==> src/hw/rtl/pesq_pkg.sv <==
`timescale 1ns / 1ps
// ----------------------------------------------------------------------------
// pesq_pkg
// shared types and constants of the periodic event sample qualifier
// ----------------------------------------------------------------------------
package pesq_pkg;

	localparam int FIELD_BITS  = 32;
	localparam int PERIOD_BITS = 20;

	localparam int unsigned PERIOD_RESET = 86400;
	localparam int unsigned DELTA_RESET  = 3600;

	localparam logic CFG_EVENT_PERIOD = 1'b0;
	localparam logic CFG_MAX_DELTA    = 1'b1;

	localparam logic FUNC_CHECK = 1'b0;
	localparam logic FUNC_PUSH  = 1'b1;

	typedef enum logic [3:0] {
		ST_IDLE,
		ST_RD_LATEST,
		ST_LATEST,
		ST_RD_ENT,
		ST_ENT,
		ST_ENT_DIV,
		ST_AVG,
		ST_AVG_DIV,
		ST_CHK,
		ST_CHK_DIV,
		ST_DONE
	} state_t;

endpackage

==> src/hw/rtl/periodic_event_sample_qualifier.sv <==
`timescale 1ns / 1ps
// ----------------------------------------------------------------------------
// periodic_event_sample_qualifier
// ring of recent event times in ram, checks a new time against the set
// ----------------------------------------------------------------------------
// push word: a nonzero time is written to the ring on acceptance, then ST_DONE
// check word: reads the latest sample, walks the older ones, then the average and
// the fit check follow; offsets go through the one-bit-per-cycle divider
// and in_stall is low only in ST_IDLE; one word in flight at a time
// reset returns head, count and config to defaults; ring contents are not cleared
module periodic_event_sample_qualifier
	import pesq_pkg::*;
#(
	parameter int RING_DEPTH = 8,
	parameter int TIME_BITS  = 32
) (
	input  logic                   clk,
	input  logic                   arst_n,
	input  logic                   in_valid,
	output logic                   in_stall,
	input  logic                   func,
	input  logic [FIELD_BITS-1:0]  sample_time,
	output logic                   out_valid,
	input  logic                   out_stall,
	output logic                   good,
	output logic                   estimate_valid,
	output logic [FIELD_BITS-1:0]  estimate,
	output logic                   fault,
	input  logic                   cfg_we,
	input  logic                   cfg_index,
	input  logic [PERIOD_BITS-1:0] cfg_wdata
);

	localparam int PTR_BITS = (RING_DEPTH > 1) ? $clog2(RING_DEPTH) : 1;
	localparam int CNT_BITS = $clog2(RING_DEPTH + 1);
	localparam int SUM_BITS = PERIOD_BITS + 3 + CNT_BITS;
	localparam int DW       = (TIME_BITS > SUM_BITS) ? TIME_BITS : SUM_BITS;

	state_t state_q, state_d;

	logic [PERIOD_BITS-1:0] period_q, delta_q, per;
	logic [PTR_BITS-1:0]    head_q, rd_ptr_q;
	logic [CNT_BITS-1:0]    count_q, idx_q, idx_nxt;
	logic [TIME_BITS-1:0]   t_in, t_q, latest_q, est_q, rdata;
	logic                   ok_q, fault_q, ev_q;
	logic signed [SUM_BITS-1:0] sum_q;
	logic [SUM_BITS-1:0]    sum_mag;
	logic                   in_acc, push_wr, out_load;
	logic                   div_start, div_done;
	logic [DW-1:0]          div_dvd, div_quo, avg_dw;
	logic [PERIOD_BITS-1:0] div_dvs, div_rem;
	logic [PERIOD_BITS-1:0] w, back;
	logic [PERIOD_BITS:0]   delta2;
	logic                   ent_late, chk_late, more;

	assign t_in    = TIME_BITS'(sample_time);
	assign in_acc  = in_valid && !in_stall;
	assign push_wr = in_acc && (func == FUNC_PUSH) && (t_in != '0);
	assign per     = (period_q == '0) ? PERIOD_BITS'(1) : period_q;
	assign delta2  = {delta_q, 1'b0};
	assign idx_nxt = idx_q + 1'b1;
	assign more    = idx_nxt < count_q;
	assign ent_late = latest_q < rdata;
	assign chk_late = t_q < est_q;

	assign w    = (div_rem == '0) ? '0 : per - div_rem;
	assign back = per - w;

	assign sum_mag = sum_q[SUM_BITS-1] ? SUM_BITS'(-sum_q) : SUM_BITS'(sum_q);
	assign avg_dw  = sum_q[SUM_BITS-1] ? -div_quo : div_quo;

	pesq_ram #(.WIDTH(TIME_BITS), .DEPTH(RING_DEPTH)) u_ram (
		.clk   (clk),
		.we    (push_wr),
		.waddr (head_q),
		.wdata (t_in),
		.raddr (rd_ptr_q),
		.rdata (rdata)
	);

	pesq_div #(.DW(DW), .VW(PERIOD_BITS)) u_div (
		.clk       (clk),
		.arst_n    (arst_n),
		.start     (div_start),
		.dividend  (div_dvd),
		.divisor   (div_dvs),
		.done      (div_done),
		.quotient  (div_quo),
		.remainder (div_rem)
	);

	// next state
	always_comb begin
		state_d = state_q;
		case (state_q)
			ST_IDLE: begin
				if (in_acc) begin
					if (func == FUNC_PUSH || count_q == '0) begin
						state_d = ST_DONE;
					end else begin
						state_d = ST_RD_LATEST;
					end
				end
			end
			ST_RD_LATEST: state_d = ST_LATEST;
			ST_LATEST:    state_d = (count_q > CNT_BITS'(1)) ? ST_RD_ENT : ST_AVG;
			ST_RD_ENT:    state_d = ST_ENT;
			ST_ENT: begin
				if (ent_late) begin
					state_d = more ? ST_RD_ENT : ST_AVG;
				end else begin
					state_d = ST_ENT_DIV;
				end
			end
			ST_ENT_DIV: begin
				if (div_done) begin
					state_d = more ? ST_RD_ENT : ST_AVG;
				end
			end
			ST_AVG:     state_d = ST_AVG_DIV;
			ST_AVG_DIV: state_d = div_done ? ST_CHK : ST_AVG_DIV;
			ST_CHK:     state_d = chk_late ? ST_DONE : ST_CHK_DIV;
			ST_CHK_DIV: state_d = div_done ? ST_DONE : ST_CHK_DIV;
			ST_DONE:    state_d = out_load ? ST_IDLE : ST_DONE;
			default:    state_d = ST_IDLE;
		endcase
	end

	// fsm outputs
	always_comb begin
		in_stall  = 1'b1;
		div_start = 1'b0;
		div_dvd   = '0;
		div_dvs   = per;
		out_load  = 1'b0;
		case (state_q)
			ST_IDLE: in_stall = 1'b0;
			ST_ENT: begin
				div_start = !ent_late;
				div_dvd   = DW'(latest_q - rdata);
			end
			ST_AVG: begin
				div_start = 1'b1;
				div_dvd   = DW'(sum_mag);
				div_dvs   = PERIOD_BITS'(count_q);
			end
			ST_CHK: begin
				div_start = !chk_late;
				div_dvd   = DW'(t_q - est_q);
			end
			ST_DONE: out_load = !out_valid || !out_stall;
			default: in_stall = 1'b1;
		endcase
	end

	always_ff @(posedge clk or negedge arst_n) begin
		if (!arst_n) begin
			state_q   <= ST_IDLE;
			head_q    <= '0;
			count_q   <= '0;
			period_q  <= PERIOD_BITS'(PERIOD_RESET);
			delta_q   <= PERIOD_BITS'(DELTA_RESET);
			out_valid <= 1'b0;
		end else begin
			state_q <= state_d;
			if (cfg_we) begin
				case (cfg_index)
					CFG_EVENT_PERIOD: period_q <= cfg_wdata;
					CFG_MAX_DELTA:    delta_q  <= cfg_wdata;
					default:          period_q <= period_q;
				endcase
			end
			if (push_wr) begin
				head_q <= (head_q == PTR_BITS'(RING_DEPTH - 1)) ? '0 : head_q + 1'b1;
				if (count_q != CNT_BITS'(RING_DEPTH)) begin
					count_q <= count_q + 1'b1;
				end
			end
			if (out_load) begin
				out_valid <= 1'b1;
			end else if (!out_stall) begin
				out_valid <= 1'b0;
			end
		end
	end

	// datapath
	always_ff @(posedge clk) begin
		case (state_q)
			ST_IDLE: begin
				t_q      <= t_in;
				ok_q     <= (func == FUNC_CHECK);
				fault_q  <= 1'b0;
				ev_q     <= 1'b0;
				est_q    <= '0;
				sum_q    <= '0;
				idx_q    <= CNT_BITS'(1);
				rd_ptr_q <= (head_q == '0) ? PTR_BITS'(RING_DEPTH - 1) : head_q - 1'b1;
			end
			ST_LATEST: begin
				latest_q <= rdata;
				ev_q     <= 1'b1;
				rd_ptr_q <= (rd_ptr_q == '0) ? PTR_BITS'(RING_DEPTH - 1) : rd_ptr_q - 1'b1;
			end
			ST_ENT: begin
				if (ent_late) begin
					fault_q  <= 1'b1;
					idx_q    <= idx_nxt;
					rd_ptr_q <= (rd_ptr_q == '0) ? PTR_BITS'(RING_DEPTH - 1) : rd_ptr_q - 1'b1;
				end
			end
			ST_ENT_DIV: begin
				if (div_done) begin
					if ({1'b0, w} < delta2) begin
						sum_q <= sum_q + SUM_BITS'(w);
					end else if ({1'b0, back} < delta2) begin
						sum_q <= sum_q - SUM_BITS'(back);
					end else begin
						fault_q <= 1'b1;
					end
					idx_q    <= idx_nxt;
					rd_ptr_q <= (rd_ptr_q == '0) ? PTR_BITS'(RING_DEPTH - 1) : rd_ptr_q - 1'b1;
				end
			end
			ST_AVG_DIV: begin
				if (div_done) begin
					est_q <= latest_q + avg_dw[TIME_BITS-1:0];
				end
			end
			ST_CHK: begin
				if (chk_late) begin
					fault_q <= 1'b1;
					ok_q    <= 1'b0;
				end
			end
			ST_CHK_DIV: begin
				if (div_done) begin
					ok_q <= (w < delta_q) || (back < delta_q);
				end
			end
			ST_DONE: begin
				if (out_load) begin
					good           <= ok_q && !fault_q;
					estimate_valid <= ev_q;
					estimate       <= FIELD_BITS'(64'(est_q));
					fault          <= fault_q;
				end
			end
			default: t_q <= t_q;
		endcase
	end

endmodule

==> src/hw/rtl/pesq_ram.sv <==
`timescale 1ns / 1ps
// ----------------------------------------------------------------------------
// pesq_ram
// generic simple dual port ram, one write and one registered read port
// ----------------------------------------------------------------------------
module pesq_ram #(
	parameter int WIDTH = 32,
	parameter int DEPTH = 8,
	localparam int AW = (DEPTH > 1) ? $clog2(DEPTH) : 1
) (
	input  logic             clk,
	input  logic             we,
	input  logic [AW-1:0]    waddr,
	input  logic [WIDTH-1:0] wdata,
	input  logic [AW-1:0]    raddr,
	output logic [WIDTH-1:0] rdata
);

	logic [WIDTH-1:0] mem [DEPTH];

	always_ff @(posedge clk) begin
		if (we) begin
			mem[waddr] <= wdata;
		end
		rdata <= mem[raddr];
	end

endmodule

==> src/hw/rtl/pesq_div.sv <==
`timescale 1ns / 1ps
// ----------------------------------------------------------------------------
// pesq_div
// iterative unsigned divider, one quotient bit per cycle
// ----------------------------------------------------------------------------
module pesq_div #(
	parameter int DW = 32,
	parameter int VW = 20
) (
	input  logic          clk,
	input  logic          arst_n,
	input  logic          start,
	input  logic [DW-1:0] dividend,
	input  logic [VW-1:0] divisor,
	output logic          done,
	output logic [DW-1:0] quotient,
	output logic [VW-1:0] remainder
);

	localparam int CW = $clog2(DW + 1);

	logic [CW-1:0] cnt_q;
	logic          done_q;
	logic [DW-1:0] quo_q;
	logic [VW-1:0] rem_q;
	logic [VW-1:0] dvs_q;
	logic [VW:0]   trial;
	logic          fits;

	assign trial = {rem_q, quo_q[DW-1]};
	assign fits  = trial >= {1'b0, dvs_q};

	always_ff @(posedge clk or negedge arst_n) begin
		if (!arst_n) begin
			cnt_q  <= '0;
			done_q <= 1'b0;
		end else begin
			done_q <= 1'b0;
			if (start) begin
				cnt_q <= CW'(DW);
			end else if (cnt_q != '0) begin
				cnt_q <= cnt_q - 1'b1;
				if (cnt_q == CW'(1)) begin
					done_q <= 1'b1;
				end
			end
		end
	end

	always_ff @(posedge clk) begin
		if (start) begin
			quo_q <= dividend;
			rem_q <= '0;
			dvs_q <= divisor;
		end else if (cnt_q != '0) begin
			quo_q <= {quo_q[DW-2:0], fits};
			rem_q <= fits ? VW'(trial - {1'b0, dvs_q}) : VW'(trial);
		end
	end

	assign done      = done_q;
	assign quotient  = quo_q;
	assign remainder = rem_q;

endmodule

==> config.mk <==
export PLATFORM = sky130hd
export DESIGN_NAME = periodic_event_sample_qualifier
export DESIGN_NICKNAME = d
export VERILOG_FILES = /design/src/hw/rtl/pesq_pkg.sv /design/src/hw/rtl/periodic_event_sample_qualifier.sv /design/src/hw/rtl/pesq_ram.sv /design/src/hw/rtl/pesq_div.sv
export SDC_FILE = /design/constraint.sdc
export NUM_CORES = 1
export LEC_CHECK = 0
export ABC_AREA = 0
export BUFFER_PORTS_ARGS = -buffer_cell sky130_fd_sc_hd__buf_2
export CORE_MARGIN = 4
export CORE_UTILIZATION = 31
export CTS_CLUSTER_DIAMETER = 150
export DETAILED_ROUTE_END_ITERATION = 10
export PLACE_DENSITY = 0.45
export SLEW_MARGIN = 0
export SYNTH_ARGS = -nofsm -noshare
export SYNTH_HDL_FRONTEND = slang
export SYNTH_SLANG_ARGS = --single-unit
==> constraint.sdc <==
create_clock -name clk -period 7.7 [get_ports clk]
set_input_delay 0.385 -clock clk [delete_from_list [all_inputs] [get_ports clk]]
set_output_delay 0.385 -clock clk [all_outputs]
set_load 0.005 [all_outputs]
# Word-level counts from Yosys, hierarchy flattened

Memory sizes are Yosys's and may differ from the RTL's. A register that Yosys moved wholly into a read port is not among the register bits.
Index checks and enable logic that the tools add are counted.

Order comparisons: 9
Multiplexer cells: 57
Equal/unequal tests: 23
Bitwise operators: 2
Add/subtract/negate cells: 16
Reduce and logical (&&, ||, !) cells: 39

Operator list:

| kind                                                             | number |
|---|---|
| 32-bit 2-to-1 mux                                                | 4 |
| 27-bit 2-to-1 mux                                                | 4 |
| 32-bit one-hot mux with 3 select lines                           | 1 |
| 32-bit less-than comparator                                      | 2 |
| 32-bit one-hot mux with 2 select lines                           | 1 |
| 32-bit subtractor                                                | 2 |
| 20-bit 2-to-1 mux                                                | 3 |
| 20-bit subtractor                                                | 3 |
| 27-bit one-hot mux with 2 select lines                           | 1 |
| 4-bit one-hot mux with 11 select lines                           | 1 |
| 20-bit by 21-bit less-than comparator with 1-bit output          | 2 |
| 20-bit logical NOT                                               | 2 |
| 20-bit less-than comparator                                      | 2 |
| 32-bit adder                                                     | 1 |
| 4-bit 2-to-1 mux                                                 | 8 |
| 32-bit negation                                                  | 1 |
| 32-bit nonzero test                                              | 1 |
| 27-bit by 20-bit adder with 27-bit output                        | 1 |
| 27-bit negation                                                  | 1 |
| 27-bit by 20-bit subtractor with 27-bit output                   | 1 |
| 3-bit 2-to-1 mux                                                 | 8 |
| 21-bit by 20-bit greater-or-equal comparator with 1-bit output   | 1 |
| 4-bit by 3-bit == test with 1-bit output (second input constant) | 4 |
| 1-bit 2-to-1 mux                                                 | 16 |
| 35 further kinds                                                 | 75 |

Memories kept: 1
Logic and storage cells: 172
Input port bits: 59
Register bits: 299
Bits in writable memories: 256

Memories:

| name      | depth | bits a word | read ports | clocked after memory_dff | write ports | line           | text |
|---|---|---|---|---|---|---|---|
| u_ram.mem | 8     | 32          | 1          | 1                        | 1           | pesq_ram.sv:19 | `logic [WIDTH-1:0] mem [DEPTH];` |

# Depth between registers and ports, before layout

Gate-level depths: netlist of run 1.

Word-level depth: 10
Gate-level depth with buffers: 37
Gate-level depth less buffers: 35

# Modules after synthesis

A second synthesis of run 1 with hierarchy kept.

Cells, all modules: 3083
Area, all modules: 35353.9 um2

Modules (own cells, without submodules):

| module                          | cells each | instances | area an instance (um2) | sequential area each (um2) |
|---|---|---|---|---|
| periodic_event_sample_qualifier | 2224       | 1         | 20183.1                | 6357.3 |
| pesq_ram                        | 415        | 1         | 10466.3                | 8328.0 |
| pesq_div                        | 444        | 1         | 4704.5                 | 2137.0 |

# Worst setup path before layout of run 1

Ideal clock, no wire load.

Path kind: register to register
Start: register period_q[8]
End: register sum_q[0] (enable)
Period minus slack after synthesis: 7513 ps
Arrival time: 7093 ps
Data required time: 7280 ps
Setup slack: 187 ps
Cell stages (with the launch flop): 31
Cells stage by stage: dfstp_2 -> nor4_1 -> and3_1 -> a31o_2 -> inv_1 -> ha_1 -> inv_1 -> fa_1 -> a21o_1 -> a221oi_1 -> a21oi_1 -> xnor2_1 -> nand2_1 -> ha_1 -> a21o_1 -> a21o_1 -> a21oi_1 -> a21boi_0 -> o21ai_0 -> nand2b_1 -> a21oi_1 -> xnor2_1 -> ha_1 -> a21o_1 -> a21o_1 -> a21oi_1 -> nor2b_1 -> a2111oi_0 -> a211o_1 -> o2111ai_1 -> a21oi_1

Word-level cells in the longest chain between the ends: 8
Elaborated cells between the ends (all ways): 9

Ends and longest elaborated chain:

| element                                                 | line                                   | text |
|---|---|---|
| from (decl)                                             | periodic_event_sample_qualifier.sv:41  | `logic [PERIOD_BITS-1:0] period_q, delta_q, per;` |
| from (signal assigned)                                  | periodic_event_sample_qualifier.sv:161 | `period_q <= PERIOD_BITS'(PERIOD_RESET);` |
| from (signal assigned)                                  | periodic_event_sample_qualifier.sv:168 | `CFG_EVENT_PERIOD: period_q <= cfg_wdata;` |
| from (signal assigned)                                  | periodic_event_sample_qualifier.sv:170 | `default: period_q <= period_q;` |
| 20-bit logical NOT                                      | periodic_event_sample_qualifier.sv:59  | `assign per = (period_q == '0) ? PERIOD_BITS'(1) : period_q;` |
| 20-bit 2-to-1 mux *                                     | periodic_event_sample_qualifier.sv:59  |  |
| 20-bit subtractor                                       | periodic_event_sample_qualifier.sv:66  | `assign w = (div_rem == '0) ? '0 : per - div_rem;` |
| 20-bit 2-to-1 mux                                       | periodic_event_sample_qualifier.sv:66  |  |
| 20-bit subtractor                                       | periodic_event_sample_qualifier.sv:67  | `assign back = per - w;` |
| 20-bit by 21-bit less-than comparator with 1-bit output | periodic_event_sample_qualifier.sv:216 | `end else if ({1'b0, back} < delta2) begin` |
| 3-bit != test (no source line) *                        | -                                      |  |
| 3-bit AND reduction (no source line) *                  | -                                      |  |
| to (signal assigned)                                    | periodic_event_sample_qualifier.sv:215 | `sum_q <= sum_q + SUM_BITS'(w);` |
| to (signal assigned)                                    | periodic_event_sample_qualifier.sv:217 | `sum_q <= sum_q - SUM_BITS'(back);` |
| to (decl)                                               | periodic_event_sample_qualifier.sv:46  | `logic signed [SUM_BITS-1:0] sum_q;` |

Mark *: on every way between the ends. The rest lies on a longest branch, timed or not.
A chain may end at the register's enable or synchronous reset.

# Worst setup path in the final report of run 1

Start: register period_q[8]
End: register sum_q[26] (data pin)

Word-level cells in the longest chain between the ends: 10
Elaborated cells between the ends (all ways): 12

Ends and longest elaborated chain:

| element                                        | line                                   | text |
|---|---|---|
| 20-bit logical NOT                             | periodic_event_sample_qualifier.sv:59  |  |
| 20-bit 2-to-1 mux *                            | periodic_event_sample_qualifier.sv:59  |  |
| 20-bit subtractor                              | periodic_event_sample_qualifier.sv:66  |  |
| 20-bit 2-to-1 mux                              | periodic_event_sample_qualifier.sv:66  |  |
| 20-bit subtractor                              | periodic_event_sample_qualifier.sv:67  |  |
| 27-bit by 20-bit subtractor with 27-bit output | periodic_event_sample_qualifier.sv:217 |  |
| 27-bit 2-to-1 mux                              | periodic_event_sample_qualifier.sv:216 |  |
| 27-bit 2-to-1 mux *                            | periodic_event_sample_qualifier.sv:214 | `if ({1'b0, w} < delta2) begin` |
| 27-bit 2-to-1 mux *                            | periodic_event_sample_qualifier.sv:213 | `if (div_done) begin` |
| 27-bit one-hot mux with 2 select lines *       | periodic_event_sample_qualifier.sv:189 | `case (state_q)` |

Mark *: on every way between the ends. The rest lies on a longest branch, timed or not. The select of a mux whose other input is x is not followed.

==> impl_results.rst, run 1 <==
.. list-table::
   :header-rows: 1

   * - Metric
     - Value
   * - Synth top area share
     - 41.5%
   * - Launch instance of the worst register-to-register path
     - period_q[8]
   * - Count of cells along the worst register-to-register path
     - 34
   * - Die width
     - 341 um
   * - Count of final hold-check violations
     - 0
   * - Routability cong.
     - 0.862
   * - Post-synthesis instance total
     - around 3100
   * - Category of the worst setup path launch point
     - flip-flop
   * - GR Overflow Total
     - 0
   * - Standard cell area after detailed placement
     - 37300 sq um
   * - Mapped Nets
     - 3399
   * - Summed instance area of the synthesized netlist
     - 34500 sq um
   * - Clock edge transition at the registers on the reported setup and hold paths
     - approximately 0.06 ns
   * - Hold Path Stages
     - 2
   * - Number of storage elements in the synthesis netlist
     - between 500 and 600
   * - Worst IR Drop VDD
     - 0.000148 V
   * - Count of buffers inserted at the top-level ports
     - 95
   * - Most instantiated library cell after synthesis
     - edfxtp_1
   * - Proportion of layout cells with a drive suffix above 1
     - between 15 and 20%
   * - Layout overhead on the synthesized area
     - 15.9%
   * - Critical hold path startpoint
     - cfg_wdata[3]
   * - Top fanout value on the critical path
     - 13
   * - Largest incremental delay on the critical path
     - approximately 0.53 ns
   * - Clk Tree Root Cell
     - clkbuf_16
   * - Drc violations
     - 0
   * - Net count, final
     - between 3000 and 4000
   * - Number of global-route vias before repair
     - 23700
   * - Global routing usage summed across all routing layers
     - approximately 17%
   * - 1st-iter DRT viols
     - between 1000 and 1500
   * - Slowest stage cell on the critical path
     - dfstp_2
   * - Post-detailed-route wirelength per cell
     - 21.0 um
   * - H-tree depth
     - 3
   * - Number of enable flip-flop cells after synthesis
     - about 480
   * - Final period utilization
     - a little over nine tenths
   * - Standard-cell row count
     - between 100 and 150
   * - Clock latency on the worst-skew pair
     - 0.64 ns
   * - CTS tree
     - yes
   * - Total number of vias
     - approximately 24000
   * - First-pass GRT wire length
     - ~150000 um
   * - Sequential standard cell area
     - around 17000 sq um
   * - Number of nets with antenna violations after routing
     - 0
   * - Skew final
     - 0.0234 ns
   * - Final setup violating endpoints
     - 0
   * - Synth top area cells
     - edfxtp_1 (41%), ha_1 (9.9%), mux4_2 (4.2%)
   * - Shortest period the worst path allows
     - between 7 and 8 ns
   * - Maximum number of pins on one net before global-route repair
     - 72
   * - Via density
     - ~5.0
   * - Utilization after layout
     - 36.1%
   * - Detailed-placement wirelength estimate
     - between 70000 and 80000 um
   * - Power after layout
     - around 7600 uW
   * - Final Max Slew Viols
     - 0
   * - Sequential element share of the synthesized area
     - 48.8%
   * - Type of the worst min-delay path
     - input port to flip-flop
   * - Total I/O pin count
     - between 90 and 100
   * - Cell taking the most area after synthesis
     - edfxtp_1
   * - Routed WL
     - 101000 um
   * - Predominant post-synthesis flop cell
     - edfxtp_1
   * - Die Y-Extent
     - between 300 and 400 um
   * - P_leak
     - roughly 0.016 uW
   * - Pin slew with the least headroom to its limit
     - 1.21 ns
   * - Count of max-cap constraint violations
     - 0
   * - Share of synthesized flip-flops with an asynchronous set or reset
     - between 10% and 20%
   * - Cell repeated most along the worst path
     - o21ai_0
   * - Most common library cells after synthesis
     - edfxtp_1 (476), ha_1 (273), a21oi_1 (235)
   * - Antenna violations before repair
     - 3
   * - CP required
     - around 8 ns
   * - Cell area after layout
     - 39900 sq um
   * - End point of the worst hold path
     - delta_q[3]
   * - Filler Cell Count
     - between 10000 and 15000
   * - Outcome
     - finished clean
   * - TritonCTS sink count
     - approximately 600
   * - Total Die Area
     - about 120000 sq um
   * - CTS Buf Count
     - 71
   * - Worst setup path class
     - flip-flop to flip-flop
   * - Count of TritonRoute iterations in the first routing pass
     - 7
   * - Relative max-transition margin
     - 18.7%
   * - Syn_area_per_cell
     - around 11 sq um
   * - Highest achievable clock rate
     - 0.138 GHz
   * - Starting density of the core
     - between 30% and 40%
   * - Number of warnings printed during yosys synthesis
     - 0
   * - Synth unique cells
     - between 80 and 90
   * - Power per cell area
     - approximately 190 nW/um^2
   * - Capture point of the worst reg-to-reg path
     - sum_q[26]
   * - Total core area
     - about 110000 sq um
   * - Clock buffer depth
     - 3
   * - Arrival time of the worst setup path
     - around 7.6 ns
   * - Reg-to-reg setup timing slack
     - between 0.4 and 0.5 ns
   * - Multi-input gate area
     - approximately 17000 sq um
   * - Worst setup EP type
     - flip-flop
[cells in the final DEF (no fill, tap or decap), drive strengths merged, types with 30 or more instances in the layout]
cell	count
nor3	45
xor2	82
edfxtp	476
buf	201
and2	30
nor2b	45
dfrtp	50
a21oi	235
nand4	34
nand2b	36
dfxtp	52
mux4	64
a211oi	33
xnor2	141
nand3	33
o21ai	168
ha	273
inv	222
nor2	207
clkbuf	100
nand2	184
a21o	93
mux2	75
[per-layer routing]
metal  GRT usage [%]  vias to the layer above  part of all wire (%)
met1            24.3                    11700                    48
li1                -                    11800                     -
met5               0                        -                     0
met4            4.09                        0                   2.2
met2            27.0                      477                    45
met3            2.94                      116                   4.5
[flip-flops by register name (all words and copies together), names as in the netlist, 4 cells and up]
name / cells
u_ram.mem: 256
est_q: 32
estimate: 32
latest_q: 32
t_q: 32
u_div.quotient: 32
u_ram.rdata: 32
sum_q: 27
delta_q: 20
period_q: 20
u_div.dvs_q: 20
u_div.remainder: 20
u_div.cnt_q: 6
count_q: 4
idx_q: 4
state_q: 4
[area by class of cell]
cell class / count / share of cell area [%]
repair buffers: 212 / 3.57
multi-input cells: 2156 / 41.7
flip-flops and latches: 587 / 42.1
clock inverters: 32 / 0.940
diodes: 1 / 0.00627
inverters: 217 / 2.04
clock buffers: 99 / 4.95
well taps: 1488 / 4.66
[worst max-delay path by stage]
stage,slack [ns],start,endpoint,cells past startpoint
6_report,0.43,period_q[8],sum_q[26],34
5_1_grt,-0.02,period_q[8],sum_q[26],38
4_1_cts,0.03,period_q[8],sum_q[25],36
3_5_place_dp,0.09,period_q[8],sum_q[25],36
3_3_place_gp,0.11,period_q[8],sum_q[25],36
2_1_floorplan,0.19,period_q[8],sum_q[0],30
[cells by family (layout without fill, tap and decap cells)]
group           Yosys count  count (layout)  synth area share [%]
compound gates          777             777                  14.3
flops                   587             587                  48.8
simple gates            725             725                  10.4
mux                     150             150                  6.97
fa+ha+maj               280             280                  10.3
xor+xnor                224             224                  5.73
buf+inv                 317             560                  3.46
other cells               0               1                     0
[through the flow]
stage / hold WS (ns) / cells / setup WS (ns) / setup TNS (ns)
6_report: 0.0436 / 4792 / 0.428 / 0
5_1_grt: 0.00239 / 4791 / -0.0241 / -0.0241
4_1_cts: 0.00129 / 4781 / 0.0323 / 0
3_5_place_dp: 0.418 / 4640 / 0.0938 / 0
3_3_place_gp: 0.416 / 4640 / 0.113 / 0
2_1_floorplan: 0.0894 / 3060 / 0.187 / 0
[critical path, delay by kind of cell, from the launching register on]
kind	cells	cell delay [ns]
adders and majority gates	3	0.88
xor gates and xnor gates	2	0.36
buffers and inverters	3	0.38
DFF	1	0.53
AOI/OAI and AO/OA	17	3.66
muxes	1	0.47
and+or+nand+nor	8	0.72
[what timing repair did]
item	CTS	global route
setup buffers	0	9
endpoints found under the hold margin	68	0
endpoints found under the setup margin	0	27
hold buffers	10	0
gates resized for setup	0	32
[report_power, final]
part	internal, uW	total, uW	switching, uW
sequential	3450	3470	20.8
combinational	334	798	464
clock	1960	3350	1390
(Power assumes the default switching activity.)
==> run 2: changes to the inputs <==
--- a/config.mk
+++ b/config.mk
@@ -12,6 +12,7 @@
 export CTS_CLUSTER_DIAMETER = 150
 export DETAILED_ROUTE_END_ITERATION = 10
 export PLACE_DENSITY = 0.45
+export SETUP_SLACK_MARGIN = 0.5
 export SLEW_MARGIN = 0
 export SYNTH_ARGS = -nofsm -noshare
 export SYNTH_HDL_FRONTEND = slang
==> run 2 against run 1 <==
  * Fmax is 5.0% higher
  * Clock power hardly changed
  * Power is 0.71% higher
  * Via count is 0.20% higher
  * Critical path depth is 4 higher
  * First-iteration DRC count is 23% higher
  * Utilization is 0.40 points higher
  * Design area is 1.1% higher
==> impl_results.rst, run 2 (same netlist as run 1, synthesis figures left out) <==
.. list-table::
   :header-rows: 1

   * - Metric
     - Value
   * - Outcome
     - finished clean (unchanged)
   * - Start point of the critical path
     - period_q[16] (was period_q[8])
   * - Final Max Slew Viols
     - 0 (unchanged)
   * - Number of global-route vias before repair
     - 23900 (was 23700)
   * - Most common library cell in the layout ignoring fill and taps
     - edfxtp_1 (unchanged)
   * - Final setup violating endpoints
     - 0 (unchanged)
   * - Clock latency on the worst-skew pair
     - 0.65 ns (was 0.64 ns)
   * - Largest incremental delay on the critical path
     - 0.53 ns (about the same)
   * - CP required
     - 8.08 ns (was 8.07 ns)
   * - Power per cell area
     - 190 nW/um^2 (was 191 nW/um^2)
   * - Reg-to-reg setup timing slack
     - 0.77 ns (was 0.43 ns)
   * - P_leak
     - 0.0156 uW (was 0.0155 uW)
   * - Total I/O pin count
     - 96 (unchanged)
   * - First-pass GRT wire length
     - 152000 um (was 151000 um)
   * - Type of the worst min-delay path
     - input port to flip-flop (unchanged)
   * - TritonCTS sink count
     - 587 (unchanged)
   * - Total number of vias
     - 24100 (about the same)
   * - Top fanout value on the critical path
     - 15 (was 13)
   * - Die width
     - 341 um (unchanged)
   * - Standard-cell row count
     - 122 (unchanged)
   * - Capture point of the worst reg-to-reg path
     - sum_q[26] (unchanged)
   * - Antenna violations before repair
     - 3 (unchanged)
   * - 1st-iter DRT viols
     - 1789 (was 1455)
   * - Critical Path End
     - sum_q[26] (unchanged)
   * - Shortest period the worst path allows
     - 6.93 ns (was 7.27 ns)
   * - Worst IR Drop VDD
     - 0.000146 V (was 0.000148 V)
   * - Net count, final
     - 3596 (was 3584)
   * - Category of the worst setup path launch point
     - flip-flop (unchanged)
   * - Largest reg by FF count
     - u_ram.mem (unchanged)
   * - CTS Buf Count
     - 71 (unchanged)
   * - Relative max-transition margin
     - 23.7% (was 18.7%)
   * - Worst setup path class
     - flip-flop to flip-flop (unchanged)
   * - Most used cells in the layout excluding fill and tap cells
     - edfxtp_1 (476), ha_1 (263), a21oi_1 (222) (was edfxtp_1 (476), ha_1 (273), a21oi_1 (230))
   * - Total negative slack for setup checks
     - 0 ns (unchanged)
   * - Launch instance of the worst register-to-register path
     - period_q[16] (was period_q[8])
   * - Worst setup EP type
     - flip-flop (unchanged)
   * - Count of cells along the worst register-to-register path
     - 38 (was 34)
   * - CTS tree
     - yes (unchanged)
   * - Arrival time of the worst setup path
     - 7.31 ns (was 7.64 ns)
   * - Clock edge transition at the registers on the reported setup and hold paths
     - 0.06 ns (about the same)
   * - H-tree depth
     - 3 (unchanged)
   * - Total Die Area
     - 117000 sq um (unchanged)
   * - Die Y-Extent
     - 341 um (unchanged)
   * - Routability cong.
     - 0.844 (was 0.862)
   * - Routed WL
     - 102000 um (was 101000 um)
   * - Layout overhead on the synthesized area
     - 17.1% (was 15.9%)
   * - Clk Tree Root Cell
     - clkbuf_16 (unchanged)
   * - Maximum number of pins on one net before global-route repair
     - 72 (unchanged)
   * - Slowest stage cell on the critical path
     - dfstp_2 (unchanged)
   * - Proportion of layout cells with a drive suffix above 1
     - 17.4% (was 15.7%)
   * - Clock buffer depth
     - 3 (unchanged)
   * - Via density
     - 5.02 (was 5.03)
   * - Flip-flop count of the largest register after layout
     - 256 (unchanged)
   * - Count of final hold-check violations
     - 0 (unchanged)
   * - Global routing usage summed across all routing layers
     - 17.1% (was 17.0%)
   * - GR Overflow Total
     - 0 (unchanged)
   * - Count of max-cap constraint violations
     - 0 (unchanged)
   * - Starting density of the core
     - 31.2% (unchanged)
   * - Drc violations
     - 0 (unchanged)
   * - Unrepaired setup endpoints after global routing
     - yes
   * - Count of TritonRoute iterations in the first routing pass
     - 5 (was 7)
   * - Final worst hold slack
     - 0.0449 ns (was 0.0436 ns)
   * - Highest achievable clock rate
     - 0.144 GHz (was 0.138 GHz)
   * - Number of nets with antenna violations after routing
     - 0 (unchanged)
   * - Pin slew with the least headroom to its limit
     - 1.14 ns (was 1.21 ns)
   * - Total core area
     - 111000 sq um (unchanged)
   * - Count of buffers inserted at the top-level ports
     - 95 (unchanged)
   * - Detailed-placement wirelength estimate
     - 74300 um (was 74600 um)
   * - Final period utilization
     - 89.9% (was 94.4%)
   * - Post-detailed-route wirelength per cell
     - 21.2 um (was 21.0 um)
   * - Skew final
     - 0.0398 ns (was 0.0234 ns)
==> run 2: cell types whose count changed in the layout (fill, tap and decap cells not counted), moves of 5 or more <==
cell	delta
a21oi_2	+6
clkbuf_1	-6
a21oi_1	-8
o21ai_1	+7
buf_4	+12
ha_1	-10
o21ai_0	-13
ha_4	+5
ha_2	+5
o21ai_2	+6
clkinv_1	+8
==> run 2: area by class of cell <==
type	instances	area, sq um
Tap cell	1488	1860
Sequential cell	587	16800
Antenna cell	1	2.50
Clock buffer	93	1940
Inverter	217	815
Multi-Input combinational cell	2156	16900
Clock inverter	39	433
Fill cell	11000	70200
Timing Repair Buffer	224	1530
==> run 2: repair_timing <==
action	CTS	global route
resized for setup	24	80
pin swaps	10	37
buffers inserted	3	15
endpoints found under the hold margin	64	0
setup endpoints to repair	36	36
hold buffers	9	0
gates cloned	1	0
==> run 2: metal layers <==
layer / track usage [%] / wire [um] / part of all wire, %
met1: 25.0 / 50100 / 49
met2: 27.0 / 45700 / 45
met3: 2.00 / 3640 / 3.6
met4: 4.52 / 2290 / 2.3
met5: 0 / 0 / 0
==> run 2: worst min-delay path by stage <==
stage | cells past startpoint | from | to | slack [ns]
after floorplan | 0 | arst_n | count_q[0] | 0.09
after global placement | 0 | u_ram.rdata[31] | latest_q[31] | 0.42
after detailed placement | 0 | u_ram.rdata[5] | latest_q[5] | 0.42
after CTS | 2 | cfg_wdata[1] | period_q[1] | 0.002
after global routing | 2 | cfg_wdata[15] | period_q[15] | 0.02
final | 2 | cfg_wdata[3] | delta_q[3] | 0.04
==> run 2: per-stage QoR <==
stage	cells	setup slack (ns)	utilization (%)	area (sq um)	power [uW]
floorplan	3060	0.503	-	34500	4040
global placement	4644	0.188	33.7	37300	4330
detailed placement	4644	0.0746	33.7	37300	4320
CTS	4789	0.505	36.1	39900	7750
global route	4804	0.455	36.5	40400	8010
finish	4805	0.775	36.5	40400	7670
==> run 2: where the power goes <==
group	total (uW)	leakage (uW)	internal [uW]	switching, uW
Clock	3370	0.00115	1950	1420
Sequential	3480	0.00509	3450	22.3
Combinational	832	0.00940	353	478
Total	7670	0.0156	5750	1920
==> run 2: critical path: cells and delay by family, from the launching register on <==
kind / cells / cell delay, ns
buf+inv: 7 / 0.89
compound gates: 17 / 3.25
fa+ha+maj: 4 / 0.97
simple gates: 8 / 0.72
flops: 1 / 0.53
xor+xnor: 2 / 0.28
